[config.mk]
export PLATFORM = sky130hd
export DESIGN_NAME = int8_alu_with_overflow
export DESIGN_NICKNAME = d
export VERILOG_FILES = /design/src/hdl/i8alu_pkg.sv /design/src/hdl/int8_alu_with_overflow.sv
export SDC_FILE = /design/constraint.sdc
export NUM_CORES = 1
export LEC_CHECK = 0
export ABC_CLOCK_PERIOD_IN_PS = 4170
export BUFFER_PORTS_ARGS = -buffer_cell sky130_fd_sc_hd__buf_2
export CORE_ASPECT_RATIO = 1.5
export CORE_UTILIZATION = 40
export DETAILED_ROUTE_END_ITERATION = 8
export HOLD_SLACK_MARGIN = 0.02
export PLACE_DENSITY = 0.58
export SLEW_MARGIN = 25
export SYNTH_ARGS = -nofsm -noshare
export SYNTH_HDL_FRONTEND = slang
export SYNTH_SLANG_ARGS = --single-unit
[constraint.sdc]
create_clock -name clock -period 4.17 [get_ports clock]
set_input_delay 0 -clock clock [delete_from_list [all_inputs] [get_ports clock]]
set_output_delay 0 -clock clock [all_outputs]
set_load 0.1 [all_outputs]
[src/hdl/i8alu_pkg.sv]
// ----------------------------------------------------------------------------
// i8alu_pkg
// Shared widths, operation codes and pipeline stage word for the 8-bit ALU.
// ----------------------------------------------------------------------------
package i8alu_pkg;

   localparam int DATA_W     = 8;
   localparam int OP_W       = 4;
   localparam int PROD_W     = 2 * DATA_W;
   localparam int NUM_STAGES = 5;
   // divider steps done in each of the stages after the first
   localparam int DIV_STEPS  = DATA_W / (NUM_STAGES - 1);

   typedef enum logic [OP_W-1:0] {
      OP_ADD_CHK = 4'd0,
      OP_ADD     = 4'd1,
      OP_SUB_CHK = 4'd2,
      OP_SUB     = 4'd3,
      OP_MUL_CHK = 4'd4,
      OP_MUL     = 4'd5,
      OP_DIV     = 4'd6,
      OP_REM     = 4'd7,
      OP_EQ      = 4'd8,
      OP_GT      = 4'd9,
      OP_AND     = 4'd10,
      OP_OR      = 4'd11,
      OP_XOR     = 4'd12,
      OP_NOT     = 4'd13,
      OP_SHL     = 4'd14,
      OP_SHR     = 4'd15
   } op_type;

   // one pipeline stage word
   typedef struct packed {
      op_type                    op;
      logic signed [DATA_W-1:0]  opa;
      logic signed [DATA_W-1:0]  opb;
      logic [DATA_W-1:0]         value;    // result of ops computed in stage 1
      logic                      error;    // add/sub overflow, div/rem faults
      logic [PROD_W-1:0]         prod;
      logic [DATA_W-1:0]         rem_part; // divider partial remainder
      logic [DATA_W-1:0]         quo;      // dividend in, quotient out
      logic [DATA_W-1:0]         divisor;  // divisor magnitude
      logic                      q_neg;
      logic                      r_neg;
   } stage_type;

endpackage

[src/hdl/int8_alu_with_overflow.sv]
// ----------------------------------------------------------------------------
// int8_alu_with_overflow
// Pipelined signed 8-bit ALU: add, sub, mul (checked and wrapping), divide,
// remainder, compare, logic and shifts, with an error flag.
// ----------------------------------------------------------------------------
//
//   channel | handshake          | word
//   --------+--------------------+------------------------------------------
//   request | req_valid/req_stall | req_operation, req_operand_a, req_operand_b
//   result  | rsp_valid/rsp_stall | rsp_value, rsp_error
//
// One word enters per cycle when the result side does not stall; each word
// passes five pipeline stages plus the output register.
// The divider sets the depth: 8 restoring steps, two per stage in stages 2-5.
// Each stage holds its word until the next one frees up, so bubbles are
// squeezed out and a stall loses or repeats nothing.
// Synchronous reset clears all valid bits; data registers are not reset.
// ----------------------------------------------------------------------------
module int8_alu_with_overflow (
   input  logic                                   clock,
   input  logic                                   reset,
   input  logic                                   req_valid,
   output logic                                   req_stall,
   input  logic [i8alu_pkg::OP_W-1:0]             req_operation,
   input  logic signed [i8alu_pkg::DATA_W-1:0]    req_operand_a,
   input  logic signed [i8alu_pkg::DATA_W-1:0]    req_operand_b,
   output logic                                   rsp_valid,
   input  logic                                   rsp_stall,
   output logic signed [i8alu_pkg::DATA_W-1:0]    rsp_value,
   output logic                                   rsp_error
);

   localparam int N = i8alu_pkg::NUM_STAGES;
   localparam int W = i8alu_pkg::DATA_W;

   i8alu_pkg::stage_type pipe_ff [N];
   i8alu_pkg::stage_type pipe_in [N];
   logic [N-1:0]         vld_ff;

   // adv[i]: stage i takes a new word this cycle; adv[N] is the output reg
   logic [N:0]           adv;

   logic                 rsp_valid_ff;
   logic [W-1:0]         rsp_value_ff;
   logic                 rsp_error_ff;
   logic [W-1:0]         rsp_value_in;
   logic                 rsp_error_in;

   // one restoring division step on magnitudes
   function automatic i8alu_pkg::stage_type div_step(input i8alu_pkg::stage_type s);
      i8alu_pkg::stage_type r;
      logic [W-1:0]         shifted;
      r       = s;
      shifted = {s.rem_part[W-2:0], s.quo[W-1]};
      r.quo   = {s.quo[W-2:0], 1'b0};
      if (shifted >= s.divisor) begin
         r.rem_part = shifted - s.divisor;
         r.quo[0]   = 1'b1;
      end else begin
         r.rem_part = shifted;
      end
      return r;
   endfunction

   // ---------------------------------------------------------------- flow
   always_comb begin
      adv[N] = !rsp_valid_ff || !rsp_stall;
      for (int i = N - 1; i >= 0; i--) begin
         adv[i] = !vld_ff[i] || adv[i+1];
      end
   end

   assign req_stall = !adv[0];

   // ---------------------------------------------------------------- stage 1
   // ops computed in this stage, divide faults and magnitudes for the divider
   always_comb begin
      logic [W:0] sum9;
      logic [W:0] diff9;
      logic       add_ovf;
      logic       sub_ovf;
      logic       cnt_ok;

      sum9    = {req_operand_a[W-1], req_operand_a} + {req_operand_b[W-1], req_operand_b};
      diff9   = {req_operand_a[W-1], req_operand_a} - {req_operand_b[W-1], req_operand_b};
      add_ovf = sum9[W] ^ sum9[W-1];
      sub_ovf = diff9[W] ^ diff9[W-1];
      cnt_ok  = (req_operand_b[W-1:3] == '0);

      pipe_in[0]          = '0;
      pipe_in[0].op       = i8alu_pkg::op_type'(req_operation);
      pipe_in[0].opa      = req_operand_a;
      pipe_in[0].opb      = req_operand_b;
      pipe_in[0].quo      = req_operand_a[W-1] ? W'(-req_operand_a) : req_operand_a;
      pipe_in[0].divisor  = req_operand_b[W-1] ? W'(-req_operand_b) : req_operand_b;
      pipe_in[0].q_neg    = req_operand_a[W-1] ^ req_operand_b[W-1];
      pipe_in[0].r_neg    = req_operand_a[W-1];

      case (i8alu_pkg::op_type'(req_operation))
         i8alu_pkg::OP_ADD_CHK: begin
            pipe_in[0].error = add_ovf;
            pipe_in[0].value = add_ovf ? '0 : sum9[W-1:0];
         end
         i8alu_pkg::OP_ADD: pipe_in[0].value = sum9[W-1:0];
         i8alu_pkg::OP_SUB_CHK: begin
            pipe_in[0].error = sub_ovf;
            pipe_in[0].value = sub_ovf ? '0 : diff9[W-1:0];
         end
         i8alu_pkg::OP_SUB: pipe_in[0].value = diff9[W-1:0];
         i8alu_pkg::OP_DIV: begin
            pipe_in[0].error = (req_operand_b == '0) ||
                               (req_operand_a == {1'b1, {(W-1){1'b0}}} &&
                                req_operand_b == '1);
         end
         i8alu_pkg::OP_REM: pipe_in[0].error = (req_operand_b == '0);
         i8alu_pkg::OP_EQ:
            pipe_in[0].value = W'(req_operand_a == req_operand_b);
         i8alu_pkg::OP_GT:
            pipe_in[0].value = W'(req_operand_a > req_operand_b);
         i8alu_pkg::OP_AND: pipe_in[0].value = req_operand_a & req_operand_b;
         i8alu_pkg::OP_OR:  pipe_in[0].value = req_operand_a | req_operand_b;
         i8alu_pkg::OP_XOR: pipe_in[0].value = req_operand_a ^ req_operand_b;
         i8alu_pkg::OP_NOT: pipe_in[0].value = ~req_operand_a;
         i8alu_pkg::OP_SHL:
            pipe_in[0].value = cnt_ok ? W'(req_operand_a << req_operand_b[2:0]) : '0;
         i8alu_pkg::OP_SHR:
            pipe_in[0].value = cnt_ok ? W'(req_operand_a >> req_operand_b[2:0]) : '0;
         default: pipe_in[0].value = '0;
      endcase
   end

   // ---------------------------------------------------------------- stages 2..N
   // multiply in stage 2, two divider steps per stage
   for (genvar g = 1; g < N; g++) begin : g_stage
      always_comb begin
         i8alu_pkg::stage_type s;
         s = pipe_ff[g-1];
         if (g == 1) begin
            s.prod = i8alu_pkg::PROD_W'($signed(pipe_ff[g-1].opa)) *
                     i8alu_pkg::PROD_W'($signed(pipe_ff[g-1].opb));
         end
         for (int j = 0; j < i8alu_pkg::DIV_STEPS; j++) begin
            s = div_step(s);
         end
         pipe_in[g] = s;
      end
   end

   // ---------------------------------------------------------------- output select
   always_comb begin
      i8alu_pkg::stage_type s;
      logic                 mul_ovf;
      s       = pipe_ff[N-1];
      mul_ovf = !((s.prod[i8alu_pkg::PROD_W-1:W-1] == '0) ||
                  (s.prod[i8alu_pkg::PROD_W-1:W-1] == '1));
      rsp_error_in = s.error;
      rsp_value_in = s.value;
      case (s.op)
         i8alu_pkg::OP_MUL_CHK: begin
            rsp_error_in = mul_ovf;
            rsp_value_in = mul_ovf ? '0 : s.prod[W-1:0];
         end
         i8alu_pkg::OP_MUL: rsp_value_in = s.prod[W-1:0];
         i8alu_pkg::OP_DIV: begin
            if (s.error)      rsp_value_in = '0;
            else if (s.q_neg) rsp_value_in = W'(-s.quo);
            else              rsp_value_in = s.quo;
         end
         i8alu_pkg::OP_REM: begin
            if (s.error)      rsp_value_in = '0;
            else if (s.r_neg) rsp_value_in = W'(-s.rem_part);
            else              rsp_value_in = s.rem_part;
         end
         default: rsp_value_in = s.value;
      endcase
   end

   // ---------------------------------------------------------------- registers
   always_ff @(posedge clock) begin
      if (reset) begin
         vld_ff       <= '0;
         rsp_valid_ff <= 1'b0;
      end else begin
         if (adv[0]) begin
            vld_ff[0] <= req_valid;
         end
         for (int i = 1; i < N; i++) begin
            if (adv[i]) begin
               vld_ff[i] <= vld_ff[i-1];
            end
         end
         if (adv[N]) begin
            rsp_valid_ff <= vld_ff[N-1];
         end
      end
   end

   always_ff @(posedge clock) begin
      for (int i = 0; i < N; i++) begin
         if (adv[i]) begin
            pipe_ff[i] <= pipe_in[i];
         end
      end
      if (adv[N]) begin
         rsp_value_ff <= rsp_value_in;
         rsp_error_ff <= rsp_error_in;
      end
   end

   assign rsp_valid = rsp_valid_ff;
   assign rsp_value = rsp_value_ff;
   assign rsp_error = rsp_error_ff;

endmodule

[After elaboration in Yosys (flattened, before gate mapping)]
Memory sizes are Yosys's and may differ from the RTL's.
Index checks and enable logic that the tools add are counted.
Word-level totals
  output and inout bits: 11
  memories kept: 1
  logic and storage cells: 126
  memory bits (writable): 355
  bits in registers: 15
Memories
  pipe_ff: depth 5, bits a word 71, rd ports 5, clocked after memory_dff 0, write ports 5, RTL line int8_alu_with_overflow.sv:36  | i8alu_pkg::stage_type pipe_ff [N];
Operators by class
  multiply operators: 1
  muxes and demuxes: 41
  equality and inequality tests: 21
  bitwise gates (word level): 7
  reductions and logical operators: 22
  add/subtract/negate cells: 14
  order comparisons: 9
  shift operators: 2
Operators with widths (number)
  $mux 8: 15
  $pmux 8 s12: 1
  $ge 8x8->1: 8
  $eq 4x4->1 const B: 8
  $neg 8->8: 4
  $pmux 8 s4: 1
  $sub 8x8->8: 4
  $mux 7: 4
  $sub 7x7->7: 4
  $eq 4x3->1 const B: 6
  $mux 1: 19
  $eq 8x8->1 const B: 2
  $mul 8x8->16: 1
  $add 8x8->9: 1
  $eq 9x9->1 const B: 1
  $logic_not 1->1: 9
  $logic_not 9->1: 1
  $sub 8x8->9: 1
  $and 8x8->8: 1
  $eq 4x2->1 const B: 2
  $eq 8x8->1: 1
  $gt 8x8->1: 1
  $logic_not 8->1: 1
  $logic_or 1x1->1: 8
  other kinds (11): 13

[Longest topological paths before layout]
  depth in word-level cells: 9
  mapped depth: 18

[Worst setup path before layout]
No wires, ideal clock.
  path type: register -> register
  start point: memory pipe_ff[0][62] in the netlist's numbering
  end point: memory pipe_ff[0][112] in the netlist's numbering, data pin
  setup slack: -0.283 ns
  arrival time: 4.193 ns
  required time: 3.910 ns
  stages on the path, launching flop included: 17
  period minus slack after synthesis: 4.453 ns
  cells stage by stage: edfxtp_1 > and2_1 > fa_1 > inv_1 > fa_1 > inv_1 > fa_1 > inv_1 > fa_1 > inv_1 > ha_1 > nand3_1 > o211ai_1 > o41ai_1 > o31ai_1 > a21oi_1 > xnor2_1
RTL lines (RTL line)
  from (decl): int8_alu_with_overflow.sv:36

==> run_results.csv <==
group,metric,value,unit
clocking,clk_latency,0.52,ns
setup_path,cp_cell_sequence,"buf_4, nand2b_1, fa_1, fa_1, inv_2, fa_1, inv_1, fa_1, inv_2, ha_4, nand3_2, o211ai_1, buf_4, o41ai_4, o31ai_1, a21oi_1, xnor2_1",
clocking,cts_tree,"built",
placed_design,pre_cts_ws,-0.209,ns
setup_path,reg2reg_from,"pipe_ff[0][58]",
pwr,finalPower,0.0124,W
sta,fmax,233,MHz
yosys,synth_top_family_by_area,"adder cells",
layout,area_growth,17.7,%
placed_design,place.gp.congestion,0.893,
floorplan,dieWidth,166,µm
setup_path,crit_type,"register to register",
job,maxCapViolCount,0,
global_routing,grt_overflow,0,
yosys,synth_edf_count,262,
route,drtPass1Iterations,7,
clocking,clockRootBuffer,"clkbuf_16",
sta,post-route-period-util,103,%
yosys,yosysUniqueCellTypes,79,
sta,max-slew-margin-rel,33.2,%
setup_path,cpMaxStageDelayCell,"fa_1",
status,status,"finished, violations left",
sta,fin_skew,0.0141,ns
layout,finalNonFillerCells,2025,
setup_path,cp-endpoint,"pipe_ff[0][112]",
yosys,syn_nets,1562,
global_routing,grt.total_usage,17.2,%
global_routing,grt_pass1_wl,55900,µm
yosys,synthTopCellsByCount,"edfxtp_1 (262), inv_1 (174), ha_1 (120), nand2_1 (77), nor2_1 (74)",
setup_path,crit_required,4.44,ns
clocking,cts_max_level,1,
yosys,muxShareOfSynthArea,4.07,%
setup_path,rrSetupSlack,-0.12,ns
sta,rsz0062_at_grt,"true",
sta,whs,0.0728,ns
layout,diodes,0,
global_routing,antenna_found_initial,0,
yosys,synthXorXnorAreaFrac,3.46,%
route,ant_nets,0,
floorplan,num_rows,89,
yosys,netlist_area,16200,µm²
setup_path,arrival,4.55,ns
setup_path,cp_common_cell,"fa_1",
global_routing,grt_pass1_vias,11000,
setup_path,end_kind,"register",
clocking,cts_made_buffers,24,
yosys,syn_inst,1354,
yosys,synth_top_area_share,48.6,%
sta,slew_violations,0,
route,wire_per_inst,17.3,µm
setup_path,regToRegEndpoint,"pipe_ff[0][112]",
yosys,ys_ff_latch,268,
floorplan,coreArea,39600,µm²
route,drc,0,
global_routing,grt_max_degree,55,
sta,tightestPinTransition,0.994,ns
sta,hold_viol_final,0,
yosys,synthArstFlopShare,0,%
sta,period_minus_slack,4.29,ns
floorplan,die_area,41300,µm²
pwr,pwr_density_cell,651,nW/µm²
floorplan,ioPinCount,35,
yosys,synth.avg_cell_area,12.0,µm²
route,via_per_inst,5.23,
yosys,yosysSeqAreaShare,49.4,%
layout,nNetsFinal,1718,
yosys,yosysMostFrequentCell,"edfxtp_1",
sta,tns,-0.315,ns
floorplan,fp.dieH,248,µm
setup_path,startpoint_type,"register",
sta,final.setup.worst_slack,-0.117,ns
yosys,yosysTopAreaCell,"edfxtp_1",
clocking,clkSlewWorstSetupHoldPaths,0.06,ns
yosys,ys_warn_count,0,
hold_path,min_path_type,"input port to register",
setup_path,critPathMaxFanout,4,
placed_design,placed_cells,1946,
yosys,ys.flop_type,"edfxtp_1",
setup_path,rr_worst_depth,17,
route,drtIter0Drc,546,
yosys,synth-simple-area-share,9.98,%
route,wl,34900,µm
clocking,clock_tree.buffer_depth,3,
setup_path,crit_path_max_incr_delay,0.57,ns
status,failed_checks,"setup timing",
placed_design,post-dp-hpwl,27600,µm
floorplan,start_util,40.8,%
sta,final-setup-viol-count,3,
yosys,synth-compound-area-share,11.0,%
placed_design,io_buffers,34,
setup_path,crit_path_start,"pipe_ff[0][58]",
route,num_vias,10600,
pwr,p_leak,7.95,nW
hold_path,whs_path_depth,2,
yosys,yosys-top-cells-area,"edfxtp_1 (49%), ha_1 (9.3%), fa_1 (7.9%)",
layout,drive_gt1_share,18.3,%
clocking,cts.sinks,268,
pwr,ir_drop,0.000339,V
yosys,synthAdderAreaFrac,17.2,%
==> layer usage <==
layer / routed length [µm] / track usage, % / part of all wire (%) / vias to the layer above
met2: 19100 / 34.1 / 55 / 221
met1: 12700 / 17.2 / 36 / 5089
met4: 2110 / 10.9 / 6.0 / 0
met5: 0 / 0 / 0 / -
li1: - / - / - / 5187
met3: 1050 / 1.70 / 3.0 / 94
==> power breakdown <==
group	total, W	switching, W	leakage (nW)	internal [W]
registers	0.00411	0.000264	2.92	0.00385
logic	0.00596	0.00300	4.62	0.00297
clock network	0.00232	0.000916	0.404	0.00140
total	0.0124	0.00418	7.95	0.00821
==> what timing repair did <==
item | in CTS | in global routing
gates resized for setup | 16 | 29
endpoints found under the setup margin | 12 | 27
pin swaps | 11 | 25
hold endpoints to repair | 36 | 0
buffers inserted | 5 | 12
hold buffers | 22 | 0
==> stage by stage <==
stage	utilization, %	cell area [µm²]
4_1_cts	47.4	18800
3_5_place_dp	44.4	17600
3_3_place_gp	44.4	17600
5_1_grt	48.0	19000
6_report	48.0	19000
2_1_floorplan	-	16200
==> how the worst min path moves through the flow <==
stage	startpoint	to	slack, ns
2_1_floorplan	reset	vld_ff[0]	0.07
3_3_place_gp	req_valid	vld_ff[0]	0.23
3_5_place_dp	req_valid	vld_ff[0]	0.24
4_1_cts	req_operand_b[0]	pipe_ff[0][51]	0.03
5_1_grt	req_operand_b[0]	pipe_ff[0][51]	0.06
6_report	req_operand_b[0]	pipe_ff[0][51]	0.07
==> critical path: cells and delay by family (launching register included) <==
family | cells | cell delay (ns)
fa+ha+maj | 5 | 2.30
buf+inv | 5 | 0.46
simple gates | 2 | 0.13
flops | 1 | 0.44
compound gates | 4 | 0.57
xor+xnor | 1 | 0.13
==> state kept, by name (all words and copies together), names as in the netlist <==
name	flops
pipe_ff	253
vld_ff	5
rsp_value	8
rsp_valid	1
rsp_error	1
==> cells by family after synthesis <==
logic type	count (synthesis)
and+or+nand+nor	321
DFF	268
AOI/OAI and AO/OA	252
buffers and inverters	210
adders and majority gates	184
xor gates and xnor gates	64
muxes	55
==> final cells by class <==
| cell class | instances | area, µm² |
|---|---|---|
| fillers | 3569 | 20600 |
| flip-flops and latches | 268 | 7990 |
| multi-input cells | 876 | 7700 |
| repair buffers | 163 | 1220 |
| inverters | 177 | 664 |
| clock buffers | 27 | 633 |
| well taps | 500 | 626 |
| clock inverters | 14 | 204 |
==> placed cells by master (no fill, tap or decap), drive strengths merged, types with 33 or more instances in the layout <==
cell type	n
ha	120
buf	141
a21oi	61
edfxtp	262
mux2	33
inv	176
nor2	74
fa	64
and2	39
nand2	77
xnor2	51
o21ai	48
(Power assumes the default switching activity.)
